--- src/hw/rtl/cas_pkg.sv ---
`timescale 1ns / 1ps

package cas_pkg;

  // datapath format: word width and internal fraction bits
  localparam int unsigned DataW   = 32;
  localparam int unsigned FracW   = DataW - 3;
  localparam int unsigned NumIter = DataW / 2;
  localparam int unsigned IterW   = $clog2(NumIter);
  localparam int unsigned CfgW    = 5;
  localparam int unsigned AddrW   = 3;

  typedef logic signed [DataW-1:0] word_t;

  // operation select carried in tuser
  localparam logic OpAsin = 1'b0;
  localparam logic OpAcos = 1'b1;

  // register index taken from paddr[2]
  localparam logic RegInFrac  = 1'b0;
  localparam logic RegOutFrac = 1'b1;

  localparam logic [CfgW-1:0] FracC  = CfgW'(FracW);
  localparam logic [CfgW-1:0] InFracRst  = 5'd29;
  localparam logic [CfgW-1:0] OutFracRst = 5'd29;

  // 1.0 in the internal format
  localparam word_t OneQ = word_t'(1) <<< FracW;

  // state handed from cell to cell
  typedef struct packed {
    logic  op;
    word_t x;
    word_t y;
    word_t t;
    word_t theta;
  } cas_state_t;

  // twice atan(2^-i), rounded to the internal fraction bits
  function automatic word_t atan_step(logic [IterW-1:0] idx);
    word_t r;
    case (idx)
      4'd0:    r = word_t'(32'd843314856);
      4'd1:    r = word_t'(32'd497837830);
      4'd2:    r = word_t'(32'd263043836);
      4'd3:    r = word_t'(32'd133525158);
      4'd4:    r = word_t'(32'd67021686);
      4'd5:    r = word_t'(32'd33543516);
      4'd6:    r = word_t'(32'd16775850);
      4'd7:    r = word_t'(32'd8388438);
      4'd8:    r = word_t'(32'd4194282);
      4'd9:    r = word_t'(32'd2097150);
      4'd10:   r = word_t'(32'd1048576);
      4'd11:   r = word_t'(32'd524288);
      4'd12:   r = word_t'(32'd262144);
      4'd13:   r = word_t'(32'd131072);
      4'd14:   r = word_t'(32'd65536);
      4'd15:   r = word_t'(32'd32768);
      default: r = '0;
    endcase
    return r;
  endfunction

endpackage

--- src/hw/rtl/cas_cfg.sv ---
`timescale 1ns / 1ps

module cas_cfg (
  input  logic                       clk_i,
  input  logic                       rst_ni,
  input  logic                       psel,
  input  logic                       penable,
  input  logic                       pwrite,
  input  logic [cas_pkg::AddrW-1:0]  paddr,
  input  logic [31:0]                pwdata,
  output logic [31:0]                prdata,
  output logic                       pready,
  output logic [cas_pkg::CfgW-1:0]   in_frac_o,
  output logic [cas_pkg::CfgW-1:0]   out_frac_o
);
  import cas_pkg::*;

  logic            wr_en;
  logic [CfgW-1:0] in_frac_q, in_frac_d;
  logic [CfgW-1:0] out_frac_q, out_frac_d;

  assign pready = 1'b1;
  assign wr_en  = psel & penable & pwrite;

  // register write decode
  always_comb begin
    in_frac_d  = in_frac_q;
    out_frac_d = out_frac_q;
    if (wr_en) begin
      case (paddr[2])
        RegInFrac:  in_frac_d  = pwdata[CfgW-1:0];
        RegOutFrac: out_frac_d = pwdata[CfgW-1:0];
        default:    ;
      endcase
    end
  end

  always_ff @(posedge clk_i or negedge rst_ni) begin
    if (!rst_ni) begin
      in_frac_q  <= InFracRst;
      out_frac_q <= OutFracRst;
    end else begin
      in_frac_q  <= in_frac_d;
      out_frac_q <= out_frac_d;
    end
  end

  // read back
  always_comb begin
    case (paddr[2])
      RegInFrac:  prdata = {{(32-CfgW){1'b0}}, in_frac_q};
      RegOutFrac: prdata = {{(32-CfgW){1'b0}}, out_frac_q};
      default:    prdata = '0;
    endcase
  end

  assign in_frac_o  = in_frac_q;
  assign out_frac_o = out_frac_q;

endmodule

--- config.mk ---
export PLATFORM = sky130hd
export DESIGN_NAME = cas_cfg
export DESIGN_NICKNAME = d
export VERILOG_FILES = /design/src/hw/rtl/cas_pkg.sv /design/src/hw/rtl/cas_cfg.sv
export SDC_FILE = /design/constraint.sdc
export NUM_CORES = 1
export LEC_CHECK = 0
export BUFFER_PORTS_ARGS = -buffer_cell sky130_fd_sc_hd__clkbuf_2
export CORE_ASPECT_RATIO = 0.7
export CORE_MARGIN = 1.5
export CORE_UTILIZATION = 35
export DETAILED_ROUTE_END_ITERATION = 8
export GPL_TIMING_DRIVEN = 1
export HOLD_SLACK_MARGIN = 0.03
export PLACE_DENSITY = 0.95
export SYNTH_ARGS = -nofsm -noshare
export SYNTH_HDL_FRONTEND = slang
export SYNTH_SLANG_ARGS = --single-unit
export TNS_END_PERCENT = 1
--- constraint.sdc ---
create_clock -name clk_i -period 1.61 [get_ports clk_i]
set_clock_uncertainty 0.05 [all_clocks]
set_input_delay 0.322 -clock clk_i [delete_from_list [all_inputs] [get_ports clk_i]]
set_output_delay 0.322 -clock clk_i [all_outputs]
set_load 0.05 [all_outputs]
==> impl_metrics.yaml <==
outcome:
  status: "finished, final reports clean"
synthesis:
  ys_seq_area_share_pct: 37.5
  syn_area_per_cell_um2: 12.0
  ys_ff_latch: 10
  synthCells: 58
  yosysWarnings: 0
  ys_types: 8
  synth_area_um2: 694
grt:
  grt_pass1_wl_um: 1700
  grtUsageTotal_pct: 10.8
  grt_overflow: 0
  antenna_found_initial: 0
  grt_pass1_vias: 354
  grt_max_degree: 11
clocking:
  cts_tree: "yes"
  cts_buffer_depth: 2
  cts_setup_buffers: 0
  clk_pin_slew_worst_paths_ps: 60
  cts_root_buf: "clkbuf_4"
  clk_latency_ps: 250
  cts_sinks: 10
  htreeDepth: 1
  cts_buffers: 3
routing:
  drc: 0
  firstDrtPassIters: 4
  drt_iter0_markers: 13
  vias_per_cell: 3.87
  detail-route-antenna-nets: 0
  wl_um: 1150
  drt-wirelength-per-cell_um: 10.9
  num_vias: 410
layout:
  num_antenna_cells: 0
  nets: 126
  drive_gt1_share_pct: 63.1
  final_core_util_pct: 40.7
  multiInputGateArea_um2: 310
  area_growth_pct: 9.55
  n_fill_cell: 182
  regArea_um2: 260
placement:
  place_congestion: 0.636
  hpwl_um: 959
  port_buffers: 25
floorplan:
  row_count: 13
  initial_core_util_pct: 37.1
  fp.dieH_um: 40.3
  die-area_um2: 2260
  design.core.area_um2: 1870
  dieWidth_um: 56.2
  io-pin-count: 83
hold_path:
  hold_class: "in -> reg"
timing:
  min_period_over_period_pct: 96.7
  tns_ps: 0
  maxSlewViolCount: 0
  rsz0062_at_grt: "no"
  post-route-min-period_ps: 1560
  setup_viol: 0
  max_freq_ghz: 0.643
  hold_viol: 0
worst_setup_path:
  cp_max_fo: 3
  worstPathArrival_ps: 1180
  critPathRequiredTime_ps: 1240
  cp-end-kind: "output port"
  cp-start-kind: "flop"
  critical_path_class: "reg -> out"
power_and_ir_drop:
  ir_drop_mv: 0.539
  leakagePower_nw: 0.408
  power_density_nw_per_um2: 1600
  design_power_total_mw: 1.21
run:
  drv_cap: 0
## power by group
part / total [mW] / switching (mW) / internal, mW
registers: 0.381 / 0.0410 / 0.340
logic: 0.671 / 0.531 / 0.140
clock network: 0.162 / 0.0765 / 0.0859
total: 1.21 / 0.649 / 0.566
## routing by layer
layer	GRT usage, %	vias to the layer above	share of wire (%)
met5	0	-	0
li1	-	195	-
met1	11.8	189	40
met3	2.58	2	6.6
met2	20.0	24	52
met4	7.14	0	1.0
## layout by cell type, fill, tap and decap left out
cell,count
conb_1,28
clkbuf_2,21
mux2_2,15
dfstp_2,8
clkbuf_4,5
dfrtp_1,2
buf_2,2
nand4_2,1
nand4b_4,1
dlygate4sd3_1,1
## through the flow
stage | hold slack, ps | setup WS [ps] | std cells | cell area (um2)
detailed placement | 141 | 94.9 | 102 | 723
global route | 262 | 8.67 | 106 | 761
CTS | 257 | 11.9 | 106 | 756
finish | 262 | 53.9 | 106 | 761
global placement | 137 | 124 | 102 | 723
floorplan | -23.6 | 185 | 84 | 792
## path summary, 6_finish.rpt
kind / cells past startpoint / startpoint / endpoint / slack [ps]
max in group asynchronous: 2 / rst_ni / out_frac_o[0] / 840
max reg2reg: 1 / out_frac_o[1] / out_frac_o[1] / 780
min: 2 / pwdata[2] / in_frac_o[2] / 260
max: 2 / in_frac_o[4] / prdata[4] / 50
min in group asynchronous: 2 / rst_ni / out_frac_o[1] / 410
min reg2reg: 1 / in_frac_o[1] / in_frac_o[1] / 490
## final cells by class
type | count | area share (%)
timing repair buffer | 26 | 18.4
clock buffer | 3 | 2.96
tap | 22 | 3.62
multi-input combinational | 45 | 40.8
sequential | 10 | 34.2
## kinds of logic (layout without fill, tap and decap cells)
group,Yosys count,after routing,share of synthesized area [%]
AND/OR/NAND/NOR,2,2,5.22
multiplexers,15,15,24.3
buffers and inverters,29,29,31.9
flip-flops,10,10,37.5
other,2,28,1.08
## worst max-delay path, cell delays in order, from the launching register on
cell	delay [ps]
dfstp_2	540
mux2_2	140
buf_2	250
## Yosys cell counts
master     n  area [um2]
buf_4     28         210
buf_6      1        11.3
conb_1     2        7.51
dfrtp_1    2        50.1
dfstp_2    8         210
mux2_2    15         169
nand4_2    1        12.5
nand4b_4   1        23.8
## registers in the layout, indices dropped and copies added (netlist names)
name        cells
out_frac_o      5
in_frac_o       5
## what timing repair did
item | in CTS | in global routing
setup endpoints to repair | 0 | 4
hold endpoints to repair | 2 | 0
hold buffers | 1 | 0
resized for setup | 0 | 6
Note: power is estimated with default switching activity, not from simulation.
