**src/hw/rtl/cas_pkg.sv**
```systemverilog
`timescale 1ns / 1ps

package cas_pkg;

  // datapath format: word width and internal fraction bits
  localparam int unsigned DataW   = 32;
  localparam int unsigned FracW   = DataW - 3;
  localparam int unsigned NumIter = DataW / 2;
  localparam int unsigned IterW   = $clog2(NumIter);
  localparam int unsigned CfgW    = 5;
  localparam int unsigned AddrW   = 3;

  typedef logic signed [DataW-1:0] word_t;

  // operation select carried in tuser
  localparam logic OpAsin = 1'b0;
  localparam logic OpAcos = 1'b1;

  // register index taken from paddr[2]
  localparam logic RegInFrac  = 1'b0;
  localparam logic RegOutFrac = 1'b1;

  localparam logic [CfgW-1:0] FracC  = CfgW'(FracW);
  localparam logic [CfgW-1:0] InFracRst  = 5'd29;
  localparam logic [CfgW-1:0] OutFracRst = 5'd29;

  // 1.0 in the internal format
  localparam word_t OneQ = word_t'(1) <<< FracW;

  // state handed from cell to cell
  typedef struct packed {
    logic  op;
    word_t x;
    word_t y;
    word_t t;
    word_t theta;
  } cas_state_t;

  // twice atan(2^-i), rounded to the internal fraction bits
  function automatic word_t atan_step(logic [IterW-1:0] idx);
    word_t r;
    case (idx)
      4'd0:    r = word_t'(32'd843314856);
      4'd1:    r = word_t'(32'd497837830);
      4'd2:    r = word_t'(32'd263043836);
      4'd3:    r = word_t'(32'd133525158);
      4'd4:    r = word_t'(32'd67021686);
      4'd5:    r = word_t'(32'd33543516);
      4'd6:    r = word_t'(32'd16775850);
      4'd7:    r = word_t'(32'd8388438);
      4'd8:    r = word_t'(32'd4194282);
      4'd9:    r = word_t'(32'd2097150);
      4'd10:   r = word_t'(32'd1048576);
      4'd11:   r = word_t'(32'd524288);
      4'd12:   r = word_t'(32'd262144);
      4'd13:   r = word_t'(32'd131072);
      4'd14:   r = word_t'(32'd65536);
      4'd15:   r = word_t'(32'd32768);
      default: r = '0;
    endcase
    return r;
  endfunction

endpackage

```
**src/hw/rtl/cas_cell.sv**
```systemverilog
`timescale 1ns / 1ps

module cas_cell (
  input  logic                       clk_i,
  input  logic                       rst_ni,
  input  logic [cas_pkg::IterW-1:0]  idx_i,
  input  logic                       valid_i,
  output logic                       ready_o,
  input  cas_pkg::cas_state_t        data_i,
  output logic                       valid_o,
  input  logic                       ready_i,
  output cas_pkg::cas_state_t        data_o
);
  import cas_pkg::*;

  // first half-rotation slot
  logic       a_vq, a_vd;
  logic       a_dir_q, a_dir_d;
  cas_state_t a_q, a_d;
  // second half-rotation slot
  logic       b_vq, b_vd;
  cas_state_t b_q, b_d;

  logic       a_rdy, b_rdy;
  logic       pos, cmp, dir;
  word_t      ysh, xsh, step;
  logic [IterW:0] tsh;

  assign b_rdy   = !b_vq || ready_i;
  assign a_rdy   = !a_vq || b_rdy;
  assign ready_o = a_rdy;

  // direction pick, first rotation, angle and t update
  always_comb begin
    if (data_i.op == OpAcos) begin
      pos = !data_i.y[DataW-1];
      cmp = data_i.x >= data_i.t;
    end else begin
      pos = !data_i.x[DataW-1];
      cmp = data_i.t >= data_i.y;
    end
    dir  = ~(cmp ^ pos);
    ysh  = data_i.y >>> idx_i;
    xsh  = data_i.x >>> idx_i;
    step = atan_step(idx_i);
    tsh  = {idx_i, 1'b0};

    a_d.op    = data_i.op;
    a_d.t     = data_i.t + (data_i.t >>> tsh);
    a_d.x     = dir ? data_i.x - ysh : data_i.x + ysh;
    a_d.y     = dir ? data_i.y + xsh : data_i.y - xsh;
    a_d.theta = dir ? data_i.theta + step : data_i.theta - step;
    a_dir_d   = dir;
  end

  // second rotation
  always_comb begin
    b_d = a_q;
    if (a_dir_q) begin
      b_d.x = a_q.x - (a_q.y >>> idx_i);
      b_d.y = a_q.y + (a_q.x >>> idx_i);
    end else begin
      b_d.x = a_q.x + (a_q.y >>> idx_i);
      b_d.y = a_q.y - (a_q.x >>> idx_i);
    end
  end

  // slot occupancy
  always_comb begin
    a_vd = a_vq;
    if (a_rdy) a_vd = valid_i;
    b_vd = b_vq;
    if (b_rdy) b_vd = a_vq;
  end

  always_ff @(posedge clk_i or negedge rst_ni) begin
    if (!rst_ni) begin
      a_vq <= 1'b0;
      b_vq <= 1'b0;
    end else begin
      a_vq <= a_vd;
      b_vq <= b_vd;
    end
  end

  always_ff @(posedge clk_i) begin
    if (a_rdy && valid_i) begin
      a_q     <= a_d;
      a_dir_q <= a_dir_d;
    end
    if (b_rdy && a_vq) begin
      b_q <= b_d;
    end
  end

  assign valid_o = b_vq;
  assign data_o  = b_q;

  // a beat taken into the cell lands in the first slot
  assert property (@(posedge clk_i) disable iff (!rst_ni)
    valid_i && ready_o |=> a_vq)
    else $error("cas_cell: accepted beat lost in first slot");

  // first slot holds while the second slot cannot take it
  assert property (@(posedge clk_i) disable iff (!rst_ni)
    a_vq && !b_rdy |=> a_vq && $stable(a_q) && $stable(a_dir_q))
    else $error("cas_cell: first slot changed while blocked");

  // second slot holds while downstream stalls
  assert property (@(posedge clk_i) disable iff (!rst_ni)
    b_vq && !ready_i |=> b_vq && $stable(b_q))
    else $error("cas_cell: second slot changed while stalled");

endmodule
```
**config.mk**
```make
export PLATFORM = sky130hd
export DESIGN_NAME = cas_cell
export DESIGN_NICKNAME = d
export VERILOG_FILES = /design/src/hw/rtl/cas_pkg.sv /design/src/hw/rtl/cas_cell.sv
export SDC_FILE = /design/constraint.sdc
export NUM_CORES = 1
export LEC_CHECK = 0
export BUFFER_PORTS_ARGS = -buffer_cell sky130_fd_sc_hd__buf_2
export CAP_MARGIN = 20
export CORE_MARGIN = 4
export CORE_UTILIZATION = 30
export CTS_CLUSTER_DIAMETER = 50
export CTS_CLUSTER_SIZE = 24
export DETAILED_ROUTE_END_ITERATION = 8
export PLACE_DENSITY = 0.58
export REMOVE_ABC_BUFFERS = 1
export SLEW_MARGIN = 20
export SYNTH_ARGS = -nofsm -noshare
export SYNTH_HDL_FRONTEND = slang
export SYNTH_SLANG_ARGS = --single-unit
```
**constraint.sdc**
```tcl
create_clock -name clk_i -period 6 [get_ports clk_i]
set_clock_uncertainty 0.15 [all_clocks]
set_input_delay 1.2 -clock clk_i [delete_from_list [all_inputs] [get_ports clk_i]]
set_output_delay 1.2 -clock clk_i [all_outputs]
set_load 0.02 [all_outputs]
```
==> impl_metrics.env <==
export IMPL_outcome="finished, final reports clean"
export IMPL_reg2regPathDepth=21
export IMPL_layout_drive_gt1_share_pct=38.3
export IMPL_r2r_end="data_o[125]$_DFFE_PP_"
export IMPL_io_pins=268
export IMPL_core_area_um2=97100
export IMPL_syn_inst=3195
export IMPL_critPathKind="in -> reg"
export IMPL_fin_crit_sh_pct=98.0
export IMPL_r2r_slack_ns=0.36
export IMPL_rr_startpoint="a_q[77]$_DFFE_PP_"
export IMPL_final_antenna_net_count=0
export IMPL_synthArstFlopShare_pct=0.766
export IMPL_avgSynthCellArea_um2=9.22
export IMPL_grt_start_max_net_pins=78
export IMPL_seqCellArea_um2=7830
export IMPL_route_detailed_drc=0
export IMPL_power_total_w=0.0154
export IMPL_start_util_pct=30.3
export IMPL_dieArea_um2=103000
export IMPL_power_density_nw_per_um2=369
export IMPL_wl_per_cell_um=20.2
export IMPL_cts_root_buf="clkbuf_16"
export IMPL_yosysSeqAreaShare_pct=26.6
export IMPL_cts_clk_slew_worst_paths_ns=0.07
export IMPL_holdWs_ns=0.217
export IMPL_critical_path_required_ns=6.22
export IMPL_critPathMaxFanout=10
export IMPL_nFillCells=9520
export IMPL_via_count=29763
export IMPL_dr_pass1_iters=5
export IMPL_drt_iter0_drc=2655
export IMPL_grt_setup_unrepaired="true"
export IMPL_cp_start_kind="input pin"
export IMPL_slew_violations=0
export IMPL_drt_vias_per_instance=5.24
export IMPL_synthFlopType="edfxtp_1"
export IMPL_cap_viol_max_count=0
export IMPL_hold_viol=0
export IMPL_slew_headroom_pct=41.5
export IMPL_ys_seq_elements=261
export IMPL_htreeDepth=1
export IMPL_dpl_hpwl_um=94100
export IMPL_synth_top_area_share_pct=26.4
export IMPL_grt_pass1_wl_um=170000
export IMPL_layout_setup_ws_ns=0.120
export IMPL_synth_area_top_cells="edfxtp_1, mux4_2, ha_1"
export IMPL_worstHoldPathType="in -> async"
export IMPL_tightestPinTransition_ns=0.877
export IMPL_p_leak_nw=18.6
export IMPL_setup_viol=0
export IMPL_clock_sinks=261
export IMPL_synth_area_leader_cell="edfxtp_1"
export IMPL_post_place_ws_ns=-1.07
export IMPL_nets=4764
export IMPL_port_buffers=267
export IMPL_cts_tree="done"
export IMPL_timing_final_crit_period_ns=5.88
export IMPL_place_congestion=0.944
export IMPL_cts_buffers=30
export IMPL_synth_edf_count=259
export IMPL_die_w_um=321
export IMPL_cp_end_kind="flip-flop"
export IMPL_grt_antenna_before_repair=31
export IMPL_fp_dieH_um=321
export IMPL_peakVddDrop_uv=208
export IMPL_grt_usage_pct=21.3
export IMPL_synth_cell_types=85
export IMPL_gr_total_overflow=0
export IMPL_multiInputGateArea_um2=21100
export IMPL_cts_max_path_buffers=3
export IMPL_syn_to_final_growth_pct=41.4
export IMPL_rows=114
export IMPL_clock_latency_ns=0.62
export IMPL_wl_um=115000
export IMPL_grt_pass1_vias=28656
export IMPL_fmax_ghz=0.170
export IMPL_netlist_area_um2=29500
export IMPL_ys_warn_count=0
export IMPL_arrival_ns=6.10
export IMPL_fin_util_pct=42.9
worst max-delay path, cell delays in order:
cell,delay [ns]
buf_8,0.14
mux4_2,0.56
mux4_2,0.48
or3_1,0.40
or2_2,0.34
nor4b_4,0.26
buf_4,0.16
a31oi_1,0.09
xor2_1,0.20
ha_1,0.30
a21o_1,0.18
a21o_1,0.18
a21oi_2,0.18
o21ai_1,0.13
a311o_1,0.30
o21a_1,0.21
o221a_2,0.33
buf_4,0.14
o41ai_2,0.22
xnor2_1,0.10
state kept, by name (all words and copies together), names as in the netlist:
register	flops
data_o	129
a_vq	1
valid_o	1
a_dir_q	1
a_q	129
layout by cell type (no fill, tap or decap), types with 11 or more instances in the layout:
cell,instances
and3_1,32
nor3_1,50
o21ai_1,17
buf_4,968
and2_1,24
ha_1,250
nand2b_1,31
buf_2,255
nand4_1,20
a31o_2,11
or3_1,16
diode_2,20
a21o_1,108
edfxtp_1,259
buf_6,14
inv_1,131
o21bai_1,21
nor2b_1,38
a211oi_1,19
a21oi_1,266
mux2_2,39
o21ai_0,164
a21oi_2,19
mux2i_1,81
or2_2,14
clkbuf_16,36
buf_12,12
xor2_1,101
mux4_2,152
a31oi_1,38
o22ai_1,15
nor2_1,277
o21a_1,48
nand2_1,314
xnor2_1,204
o211ai_1,21
nand3_1,48
metal layers:
layer  vias up  routed length [um]  track usage [%]  share of wire, %
met2      1093               52800             34.9                46
met3       222                9880             4.68               8.6
li1      14310                   -                -                 -
met1     14116               48000             27.8                42
met5         -                 142                0              0.12
met4        22                4110             7.06               3.6
power breakdown:
| part | switching (W) | internal [W] |
|---|---|---|
| sequential | 0.000339 | 0.00295 |
| clock | 0.000869 | 0.00114 |
| combinational | 0.00495 | 0.00512 |
| total | 0.00615 | 0.00921 |
synthesized netlist by cell type, drive strengths merged (73+ instances only):
library cell,number
nand2,315
a21oi,288
nor2,286
ha,261
edfxtp,259
xnor2,207
o21ai,191
mux4,152
inv,139
a21o,108
xor2,101
mux2i,82
clkbuf,73
what timing repair did:
item,4_1_cts,5_1_grt
buffers inserted,2,29
gates cloned,1,6
gates resized for setup,38,169
hold buffers,0,0
pin swaps,14,77
setup endpoints to repair,42,61
cell type report:
cell class | count | area share [%]
antenna | 20 | 0.120
clock buffer | 31 | 1.81
clock inverter | 25 | 0.850
inverter | 143 | 1.31
multi-input combinational | 2651 | 50.7
sequential | 261 | 18.8
tap | 1276 | 3.83
timing repair buffer | 1273 | 22.6
through the flow:
stage	instances	TNS, ns	instance area, um^2
after floorplan	3055	-241.65	28900
after global placement	5567	-54.33	39300
after detailed placement	5567	-55.82	39300
after CTS	5626	0	40600
after global routing	5666	-0.425	41600
final	5680	0	41700
kinds of logic after synthesis:
logic type / count (synthesis) / share of synthesized area [%]
xor+xnor: 308 / 9.18
simple gates: 928 / 14.5
buf+inv: 283 / 3.90
flops: 261 / 26.6
mux: 274 / 15.9
fa+ha+maj: 267 / 11.5
compound gates: 874 / 18.5
worst max-delay path by stage:
stage | startpoint | to | slack, ns
CTS | data_i[87] | a_q[21]$_DFFE_PP_ | 0.002
floorplan | data_i[41] | a_q[21]$_DFFE_PP_ | -3.38
global placement | data_i[71] | a_q[124]$_DFFE_PP_ | -1.12
detailed placement | data_i[71] | a_q[126]$_DFFE_PP_ | -1.07
global route | data_i[53] | a_q[21]$_DFFE_PP_ | -0.06
finish | idx_i[1] | data_o[125]$_DFFE_PP_ | 0.12
No activity file was read; power rests on OpenSTA's default activity.
